`config.mk`:
```
export PLATFORM = sky130hd
export DESIGN_NAME = rmad_ctrl
export DESIGN_NICKNAME = d
export VERILOG_FILES = /design/src/design/rmad_pkg.sv /design/src/design/rmad_ctrl.sv
export SDC_FILE = /design/constraint.sdc
export NUM_CORES = 1
export LEC_CHECK = 0
export BUFFER_PORTS_ARGS = -buffer_cell sky130_fd_sc_hd__buf_4
export CAP_MARGIN = 0
export CORE_UTILIZATION = 43
export CTS_BUF_LIST = sky130_fd_sc_hd__clkbuf_8
export CTS_CLUSTER_SIZE = 14
export DETAILED_ROUTE_END_ITERATION = 7
export PLACE_DENSITY = 0.65
export RECOVER_POWER = 50
export SLEW_MARGIN = 20
export SYNTH_ARGS = -nofsm -noshare
export SYNTH_HDL_FRONTEND = slang
export SYNTH_SLANG_ARGS = --single-unit
```
`constraint.sdc`:
```
create_clock -name i_clk -period 2 [get_ports i_clk]
set_input_delay 0.4 -clock i_clk [delete_from_list [all_inputs] [get_ports i_clk]]
set_output_delay 0.4 -clock i_clk [all_outputs]
set_load 0.1 [all_outputs]
```
`src/design/rmad_pkg.sv`:
```
`timescale 1ns / 1ps
package rmad_pkg;

    typedef enum logic [0:0] {
        CFG_TX_POWER  = 1'b0,
        CFG_PATH_LOSS = 1'b1
    } t_cfg_idx;

    localparam logic signed [7:0] TX_RESET = -8'sd45;
    localparam logic [6:0]        PL_RESET = 7'd25;

    // log2(10), log2(1000), ln(2) in Q32
    localparam logic [33:0] C_LOG2_10   = 34'd14267572527;
    localparam logic [35:0] C_LOG2_1000 = 36'd42802717582;
    localparam logic [31:0] C_LN2       = 32'd2977044472;
    localparam logic [30:0] ONE_Q30     = 31'h40000000;
    localparam logic [4:0]  LAST_TERM   = 5'd16;

    typedef struct packed {
        logic accept;
        logic update;
        logic avg_go;
        logic avg_latch;
        logic exp_mul;
        logic exp_go;
        logic exp_latch;
        logic sat;
        logic frac;
        logic t_mul;
        logic t_rcp;
        logic t_acc;
        logic fin;
    } t_cmd;

    typedef struct packed {
        logic in_ch_ok;
        logic div_done;
        logic tot_zero;
        logic exp_lo;
        logic exp_hi;
        logic k_last;
    } t_sts;

    // floor(2^32 / k)
    function automatic logic [32:0] rcp(input logic [4:0] k);
        logic [32:0] v;
        case (k)
            5'd1:    v = 33'd4294967296;
            5'd2:    v = 33'd2147483648;
            5'd3:    v = 33'd1431655765;
            5'd4:    v = 33'd1073741824;
            5'd5:    v = 33'd858993459;
            5'd6:    v = 33'd715827882;
            5'd7:    v = 33'd613566756;
            5'd8:    v = 33'd536870912;
            5'd9:    v = 33'd477218588;
            5'd10:   v = 33'd429496729;
            5'd11:   v = 33'd390451572;
            5'd12:   v = 33'd357913941;
            5'd13:   v = 33'd330382099;
            5'd14:   v = 33'd306783378;
            5'd15:   v = 33'd286331153;
            5'd16:   v = 33'd268435456;
            default: v = 33'd0;
        endcase
        return v;
    endfunction

endpackage

```
`src/design/rmad_ctrl.sv`:
```
`timescale 1ns / 1ps
module rmad_ctrl import rmad_pkg::*; (
    input  logic i_clk,
    input  logic i_rst_n,
    input  logic i_in_valid,
    output logic o_in_ready,
    output logic o_out_valid,
    input  logic i_out_ready,
    input  t_sts i_sts,
    output t_cmd o_cmd
);
    typedef enum logic [13:0] {
        S_IDLE     = 14'b00000000000001,
        S_UPD      = 14'b00000000000010,
        S_AVG_GO   = 14'b00000000000100,
        S_AVG_WAIT = 14'b00000000001000,
        S_EXP_MUL  = 14'b00000000010000,
        S_EXP_GO   = 14'b00000000100000,
        S_EXP_WAIT = 14'b00000001000000,
        S_EXP_CHK  = 14'b00000010000000,
        S_FRAC     = 14'b00000100000000,
        S_T_MUL    = 14'b00001000000000,
        S_T_RCP    = 14'b00010000000000,
        S_T_ACC    = 14'b00100000000000,
        S_FIN      = 14'b01000000000000,
        S_OUT      = 14'b10000000000000
    } t_state;

    t_state r_state;
    t_state n_state;

    always_comb begin
        n_state = r_state;
        o_cmd   = '0;
        case (r_state)
            S_IDLE: begin
                if (i_in_valid) begin
                    o_cmd.accept = 1'b1;
                    n_state = i_sts.in_ch_ok ? S_UPD : S_OUT;
                end
            end
            S_UPD: begin
                o_cmd.update = 1'b1;
                n_state = S_AVG_GO;
            end
            S_AVG_GO: begin
                o_cmd.avg_go = 1'b1;
                n_state = S_AVG_WAIT;
            end
            S_AVG_WAIT: begin
                if (i_sts.div_done) begin
                    o_cmd.avg_latch = 1'b1;
                    n_state = i_sts.tot_zero ? S_OUT : S_EXP_MUL;
                end
            end
            S_EXP_MUL: begin
                o_cmd.exp_mul = 1'b1;
                n_state = S_EXP_GO;
            end
            S_EXP_GO: begin
                o_cmd.exp_go = 1'b1;
                n_state = S_EXP_WAIT;
            end
            S_EXP_WAIT: begin
                if (i_sts.div_done) begin
                    o_cmd.exp_latch = 1'b1;
                    n_state = S_EXP_CHK;
                end
            end
            S_EXP_CHK: begin
                if (i_sts.exp_lo) begin
                    n_state = S_OUT;
                end else if (i_sts.exp_hi) begin
                    o_cmd.sat = 1'b1;
                    n_state = S_OUT;
                end else begin
                    n_state = S_FRAC;
                end
            end
            S_FRAC: begin
                o_cmd.frac = 1'b1;
                n_state = S_T_MUL;
            end
            S_T_MUL: begin
                o_cmd.t_mul = 1'b1;
                n_state = S_T_RCP;
            end
            S_T_RCP: begin
                o_cmd.t_rcp = 1'b1;
                n_state = S_T_ACC;
            end
            S_T_ACC: begin
                o_cmd.t_acc = 1'b1;
                n_state = i_sts.k_last ? S_FIN : S_T_MUL;
            end
            S_FIN: begin
                o_cmd.fin = 1'b1;
                n_state = S_OUT;
            end
            S_OUT: begin
                if (i_out_ready) begin
                    n_state = S_IDLE;
                end
            end
            default: begin
                n_state = S_IDLE;
            end
        endcase
    end

    always_ff @(posedge i_clk) begin
        if (!i_rst_n) begin
            r_state <= S_IDLE;
        end else begin
            r_state <= n_state;
        end
    end

    assign o_in_ready  = r_state == S_IDLE;
    assign o_out_valid = r_state == S_OUT;
endmodule

```
==> reports/qor.yml, run 1 <==
haltStage: "global routing (5_1_grt)"
yosys_warnings: 0
syn_nets: 123
numClockSinks: 14
stop_error: "[ERROR GRT-0232] Routing congestion too high. Check the congestion heatmap in the GUI."
track_usage: 0.6642
cts_hold_buf: 0
synth_cells: 113
start_util: 0.4681
rows: 16
status: "aborted with a tool error"
yosysSeqAreaShare: 0.2991
clock-root-buffer: "clkbuf_8"
io_buffer_count: 24
syn_area_um2: 937.1
cts_max_level: 1
hpwl_mm: 2.105
max-clock-path-buffers: 2
worstEpCategory: "output port"
io_pins: 25
cts_buffers: 3
ys_seq_elements: 14
synth.avg_cell_area_um2: 8.293
placed_cell_area_um2: 1458
die_y_um: 48.69
overflow: 36
gp_congestion: 0.8747
fp.dieW_um: 48.69
worstEndpointGrtRepair: "o_cmd[3]"
grt_max_degree: 9
yosysUniqueCellTypes: 38
==> Yosys cell counts, drive strengths merged <==
cell,number,area [um^2]
dfxtp,14,280.3
nor2,17,63.81
or4,1,7.510
a32oi,1,8.760
nor4b,1,8.760
nor3b,2,15.01
a22o,1,8.760
and4b,1,10.01
a21o,1,7.510
o21bai,1,7.510
nor3,11,60.06
o31ai,1,7.510
nand2,8,32.54
and3,6,37.54
o21ai,4,20.02
inv,2,7.510
nor4,6,95.09
o22ai,2,12.51
xor2,3,26.28
xnor2,1,8.760
nand2b,3,18.77
nand3,4,30.03
o41ai,1,16.27
and2,1,6.260
or4b,2,20.02
o211ai,1,7.510
a31oi,1,6.260
nand4b,2,17.52
buf,4,20.02
a21oi,3,15.01
o21a,4,30.03
and3b,2,17.52
or3,1,6.260
==> cells by family after synthesis <==
family	synth area share
DFF	0.2991
xor gates and xnor gates	0.03739
buffers and inverters	0.02938
AOI/OAI and AO/OA	0.1576
and+or+nand+nor	0.4767
==> per-layer routing <==
metal / GRT usage / overflow
met5: 0 / 0
met2: 0.9051 / 18
met3: 0.3491 / 0
met1: 0.6423 / 0
met4: 0.8382 / 18
==> repair_timing <==
item                                    4_1_cts
setup buffers                                 7
resized for setup                            60
endpoints found under the setup margin       15
pin swaps                                     8
gates cloned                                  0
==> per-stage QoR <==
stage	setup WS, ns	hold WS, ns	setup TNS (ns)	std cells
3_5_place_dp	-0.03202	0.5811	-0.03202	188
4_1_cts	-0.1621	0.3238	-1.610	199
3_3_place_gp	0.0002285	0.5825	0	188
2_1_floorplan	-0.5827	0.4718	-4.256	113
==> run 2, diff against run 1 <==
CORE_AREA = 2 2 63 65   (was default)
CORE_UTILIZATION = default   (was 43)
CTS_BUF_LIST = default   (was sky130_fd_sc_hd__clkbuf_8)
CTS_CLUSTER_SIZE = default   (was 14)
DIE_AREA = 0 0 65 67   (was default)
PLACE_DENSITY = default   (was 0.65)
PLACE_DENSITY_LB_ADDON = 0.15   (was default)
==> run 2 against run 1 <==
Effect of this change:
- the flow now finishes, with violations (setup timing)
- synthesized cell count unchanged
- area after synthesis unchanged
==> reports/qor.yml, run 2 <==
status: "finished, violations left"
violations: "setup timing"
fillers: 343
nets: 187
power.leakage_nw: 0.7996
antenna_found_initial: 0
period_needed_ns: 2.106
die-area_um2: 4355
yosys_warnings: 0
setup_slack_ns: -0.1057
cap_violations: 0
final_common_cell: "buf_4"
crit_chain: "or4_4 -> buf_6 -> nor3_4 -> buf_12"
clock-root-buffer: "clkbuf_8"
setup_viol: 14
cp_max_fo: 3
fin_util: 0.5295
num_vias: 1096
die_y_um: 67
vdd_drop_max_uv: 557.1
hp-class: "input pin to register"
finalCritPeriodShare: 1.053
cpPeakStageDelay_ns: 0.57
hold_depth: 2
yosysSeqAreaShare: 0.2991
wl_mm: 3.160
overflow: 0
hold_viol: 0
yosysUniqueCellTypes: 38
worstMarginPinSlew_ns: 0.3810
finalClockSkew_ns: 0.0005081
regArea_um2: 292.8
layout-drive-gt1-share: 0.6229
synth_cells: 113
rows: 22
gp_congestion: 0.7944
hold_end: "r_state[4]"
hp-start: "i_sts[3]"
ys.flop_type: "dfxtp_1"
syn_area_um2: 937.1
r2r_end: "r_state[6]"
async_flop_share: 0
slew_headroom: 0.7453
first_pass_iters: 4
pre_cts_ws_ns: -0.008754
io_buffer_count: 24
ant_nets: 0
synth_area_leader_cell: "dfxtp_1"
slowest_stage: "or4_4"
tns_ns: -0.9230
fmax_mhz: 474.9
grt_max_degree: 9
drt_iter0_markers: 18
grt_pass1_wl_mm: 5.195
slew_viol_final: 0
cp-end-kind: "output port"
hold_ws_ns: 0.3164
ys_seq_elements: 14
cts_max_level: 1
antenna_cells: 0
clk_pin_slew_ns: 0.06
r2r-start: "r_state[0]"
fp.dieW_um: 65
multi_input_area_um2: 834.6
largest_reg_flops: 14
top_regs: "r_state x14"
cts_tree: "done"
via_per_inst: 4.915
start_util: 0.2599
setup.worst_path.class: "register to output port"
syn_nets: 123
hpwl_mm: 2.338
cp_num_cells: 4
power_mw: 1.020
track_usage: 0.1577
cts_hold_buf: 0
top_register: "r_state"
critPathTopFamily: "simple AND/OR/NAND/NOR gates"
synth_top_area_frac: 0.2991
critPathRequiredTime_ns: 1.60
mostFrequentLayoutCells: "38 x buf_4, 13 x buf_12, 11 x buf_6, 9 x nor2_1"
max-clock-path-buffers: 2
cts_buffers: 3
rsz0062_at_grt: "true"
wl_per_cell_um: 14.17
r2r_cells: 9
crit_path_start_kind: "register"
path_buf_inv: 2
synthTopCellsByCount: "17 x nor2_1, 14 x dfxtp_1, 10 x nor3_1, 7 x nand2_1, 6 x and3_1"
core_area_um2: 3606
pwr_density_cell_nw_per_um2: 534.1
worstPathArrival_ns: 1.71
clk_latency_ns: 0.24
synth_area_leaders: "dfxtp_1 30%, nor2_1 6.8%, nor4_4 6.8%"
synth_edf_count: 0
post-synth-top-count-cell: "nor2_1"
synth.avg_cell_area_um2: 8.293
drc_errors: 0
io_pins: 25
area_growth_pct: 103.7
grt_pass1_vias: 1067
r2r_setup_slack_ns: 0.12
numClockSinks: 14
[run 2: area by class of cell]
type / instances / share of cell area
Clock buffer: 3 / 0.02163
Inverter: 2 / 0.003932
Multi-Input combinational cell: 93 / 0.4371
Sequential cell: 14 / 0.1533
Tap cell: 48 / 0.03145
Timing Repair Buffer: 63 / 0.3526
[run 2: per-layer routing]
metal / track usage / routed length [um]
met2: 0.2719 / 1628
met1: 0.1916 / 1340
met3: 0.02703 / 133
met4: 0.06915 / 57
met5: 0 / 0
[run 2: repair_timing]
item,CTS,global route
resized for setup,57,18
pin swaps,15,13
endpoints found under the setup margin,15,25
setup buffers,10,5
[run 2: cell families (layout without fill, tap and decap cells)]
| logic type | Yosys count | in the layout | synth area share |
|---|---|---|---|
| compound gates | 21 | 21 | 0.1576 |
| xor+xnor | 4 | 4 | 0.03739 |
| buf+inv | 6 | 68 | 0.02938 |
| flops | 14 | 14 | 0.2991 |
| simple gates | 68 | 68 | 0.4767 |
[run 2: worst register-to-register path: stages, from the launching register on]
cell and delay, ns:
dfxtp_2 0.34, nor4_4 0.32, buf_4 0.18, nand3_4 0.11, buf_6 0.17, buf_4 0.14, nor3_4 0.20, buf_6 0.14
o21a_1 0.13, o21a_1 0.11
[run 2: worst max path at each step]
stage | start | slack (ns) | end
finish | r_state[0] | -0.11 | o_cmd[6]
floorplan | r_state[4] | -0.58 | o_cmd[12]
global route | r_state[6] | -0.18 | o_cmd[4]
detailed placement | r_state[12] | -0.009 | o_cmd[10]
global placement | r_state[0] | -0.0006 | o_cmd[7]
CTS | r_state[4] | -0.11 | o_cmd[3]
[run 2: metrics by stage]
stage          instance area (um^2)  std cells
4_1_cts                        1809        219
6_report                       1909        223
5_1_grt                        1909        223
2_1_floorplan                  1054        113
3_3_place_gp                   1461        206
3_5_place_dp                   1461        206
[run 2: power breakdown]
group          switching [mW]  leakage (nW)  internal (mW)
combinational           0.272         0.661          0.215
clock                  0.0994        0.0216          0.133
sequential             0.0119         0.117          0.288
total                   0.383         0.800          0.636
Power figures use the tool's default switching activity.
==> run 3, diff against run 2 <==
RECOVER_POWER = default   (was 50)
SLEW_MARGIN = default   (was 20)
==> run 3 against run 2 <==
Effect of this change:
- combinational power hardly changed
- critical endpoint unchanged
- highest routed layer unchanged
- sequential power about the same
- the run still ends with setup timing left
- register-to-register slack hardly changed
- clock-buffer cell count unchanged
==> reports/qor.yml, run 3 (synthesized netlist as in run 2, its figures left out) <==
status: "finished, violations left"
violations: "setup timing"
wl_mm: 3.172
period_needed_ns: 2.106
antenna_found_initial: 0
rsz0062_at_grt: "true"
layout-drive-gt1-share: 0.6286
final_common_cell: "buf_4"
num_vias: 1098
critPathTopFamily: "simple AND/OR/NAND/NOR gates"
wl_per_cell_um: 14.22
vdd_drop_max_uv: 557.1
clk_latency_ns: 0.24
fin_util: 0.5305
nets: 187
seq_power_share: 0.295
clkPwrFrac: 0.227
core_area_um2: 3606
die-area_um2: 4355
hp-start: "i_sts[3]"
hold_viol: 0
track_usage: 0.1577
io_buffer_count: 24
crit_path_start_kind: "register"
crit_chain: "or4_4 -> buf_6 -> nor3_4 -> buf_12"
grt_pass1_wl_mm: 5.195
setup_slack_ns: -0.1062
hp-class: "input pin to register"
fp.dieW_um: 65
finalCritPeriodShare: 1.053
crit_start: "r_state[0]"
top_regs: "r_state x14"
hpwl_mm: 2.338
ant_nets: 0
cpPeakStageDelay_ns: 0.57
worstMarginPinSlew_ns: 0.3874
regArea_um2: 292.8
slowest_stage: "or4_4"
finalClockSkew_ns: 0.0009024
area_growth_pct: 104.1
slew_viol_final: 0
cts_tree: "done"
path_buf_inv: 2
worstPathArrival_ns: 1.71
critPathRequiredTime_ns: 1.60
setup.worst_path.class: "register to output port"
fillers: 341
clk_pin_slew_ns: 0.06
via_per_inst: 4.924
numClockSinks: 14
max-clock-path-buffers: 2
cp_max_fo: 3
p_switching_uw: 383.3
p_int_uw: 636.5
grt_pass1_vias: 1067
power.leakage_nw: 0.8026
pwr_density_cell_nw_per_um2: 533.0
p_sw_frac: 0.3759
clock-root-buffer: "clkbuf_8"
drc_errors: 0
largest_reg_flops: 14
antenna_cells: 0
gp_congestion: 0.7944
r2r-start: "r_state[0]"
rows: 22
slew_headroom: 0.7411
first_pass_iters: 4
grt_max_degree: 9
die_y_um: 67
cts_max_level: 1
placed_cells: 206
cap_violations: 0
fmax_mhz: 474.8
start_util: 0.2599
overflow: 0
mostFrequentLayoutCells: "39 x buf_4, 13 x buf_12, 11 x buf_6, 9 x nor2_1"
multi_input_area_um2: 834.6
drt_iter0_markers: 19
top_register: "r_state"
io_pins: 25
cts_buffers: 3
setup_viol: 14
cp-end-kind: "output port"
cts_hold_buf: 0
stdcell_count: 223
power_frac_comb: 0.478
run 3: layout make-up:
cell class | count | area share
Clock buffer | 3 | 0.02158
Tap cell | 48 | 0.03139
Timing Repair Buffer | 63 | 0.3538
Sequential cell | 14 | 0.1530
Inverter | 2 | 0.003924
Multi-Input combinational cell | 93 | 0.4362
run 3: worst paths after layout:
kind / depth (start not counted) / to / slack (ns)
setup / recovery: 4 / o_cmd[6] / -0.11
hold / removal: 2 / r_state[4] / 0.32
setup reg to reg: 9 / r_state[6] / 0.12
hold reg to reg: 3 / r_state[11] / 0.64
run 3: what timing repair did:
item                       4_1_cts  5_1_grt
pin swaps                       15       13
resized for setup               57       18
buffers inserted                10        5
setup endpoints to repair       15       25
run 3: metal layers:
| metal | vias to the layer above | global-route usage | wire [um] | part of all wire |
|---|---|---|---|---|
| met5 | - | 0 | 0 | 0 |
| li1 | 549 | - | - | - |
| met4 | 0 | 0.06915 | 57 | 0.018 |
| met1 | 512 | 0.1916 | 1335 | 0.42 |
| met2 | 31 | 0.2719 | 1629 | 0.51 |
| met3 | 6 | 0.02703 | 148 | 0.047 |
run 3: stage by stage:
step           setup slack (ns)  total power, mW  hold slack [ns]     TNS, ns  instance area (um^2)
5_1_grt                 -0.1815            1.073           0.3152      -2.074                  1913
3_5_place_dp          -0.008754           0.6720           0.5691    -0.01321                  1461
4_1_cts                 -0.1126           0.9963           0.3113      -1.054                  1809
2_1_floorplan           -0.5827           0.5643           0.4718      -4.256                  1054
6_report                -0.1062            1.020           0.3169     -0.9228                  1913
3_3_place_gp         -0.0006477           0.6684           0.5737  -0.0006477                  1461
run 3: power groups by stage:
| stage | clock, mW | sequential [mW] | combinational, mW |
|---|---|---|---|
| after floorplan | 0 | 0.302 | 0.262 |
| after global placement | 0 | 0.306 | 0.362 |
| after detailed placement | 0 | 0.306 | 0.366 |
| after CTS | 0.236 | 0.301 | 0.459 |
| after global routing | 0.254 | 0.301 | 0.518 |
| final | 0.232 | 0.300 | 0.487 |
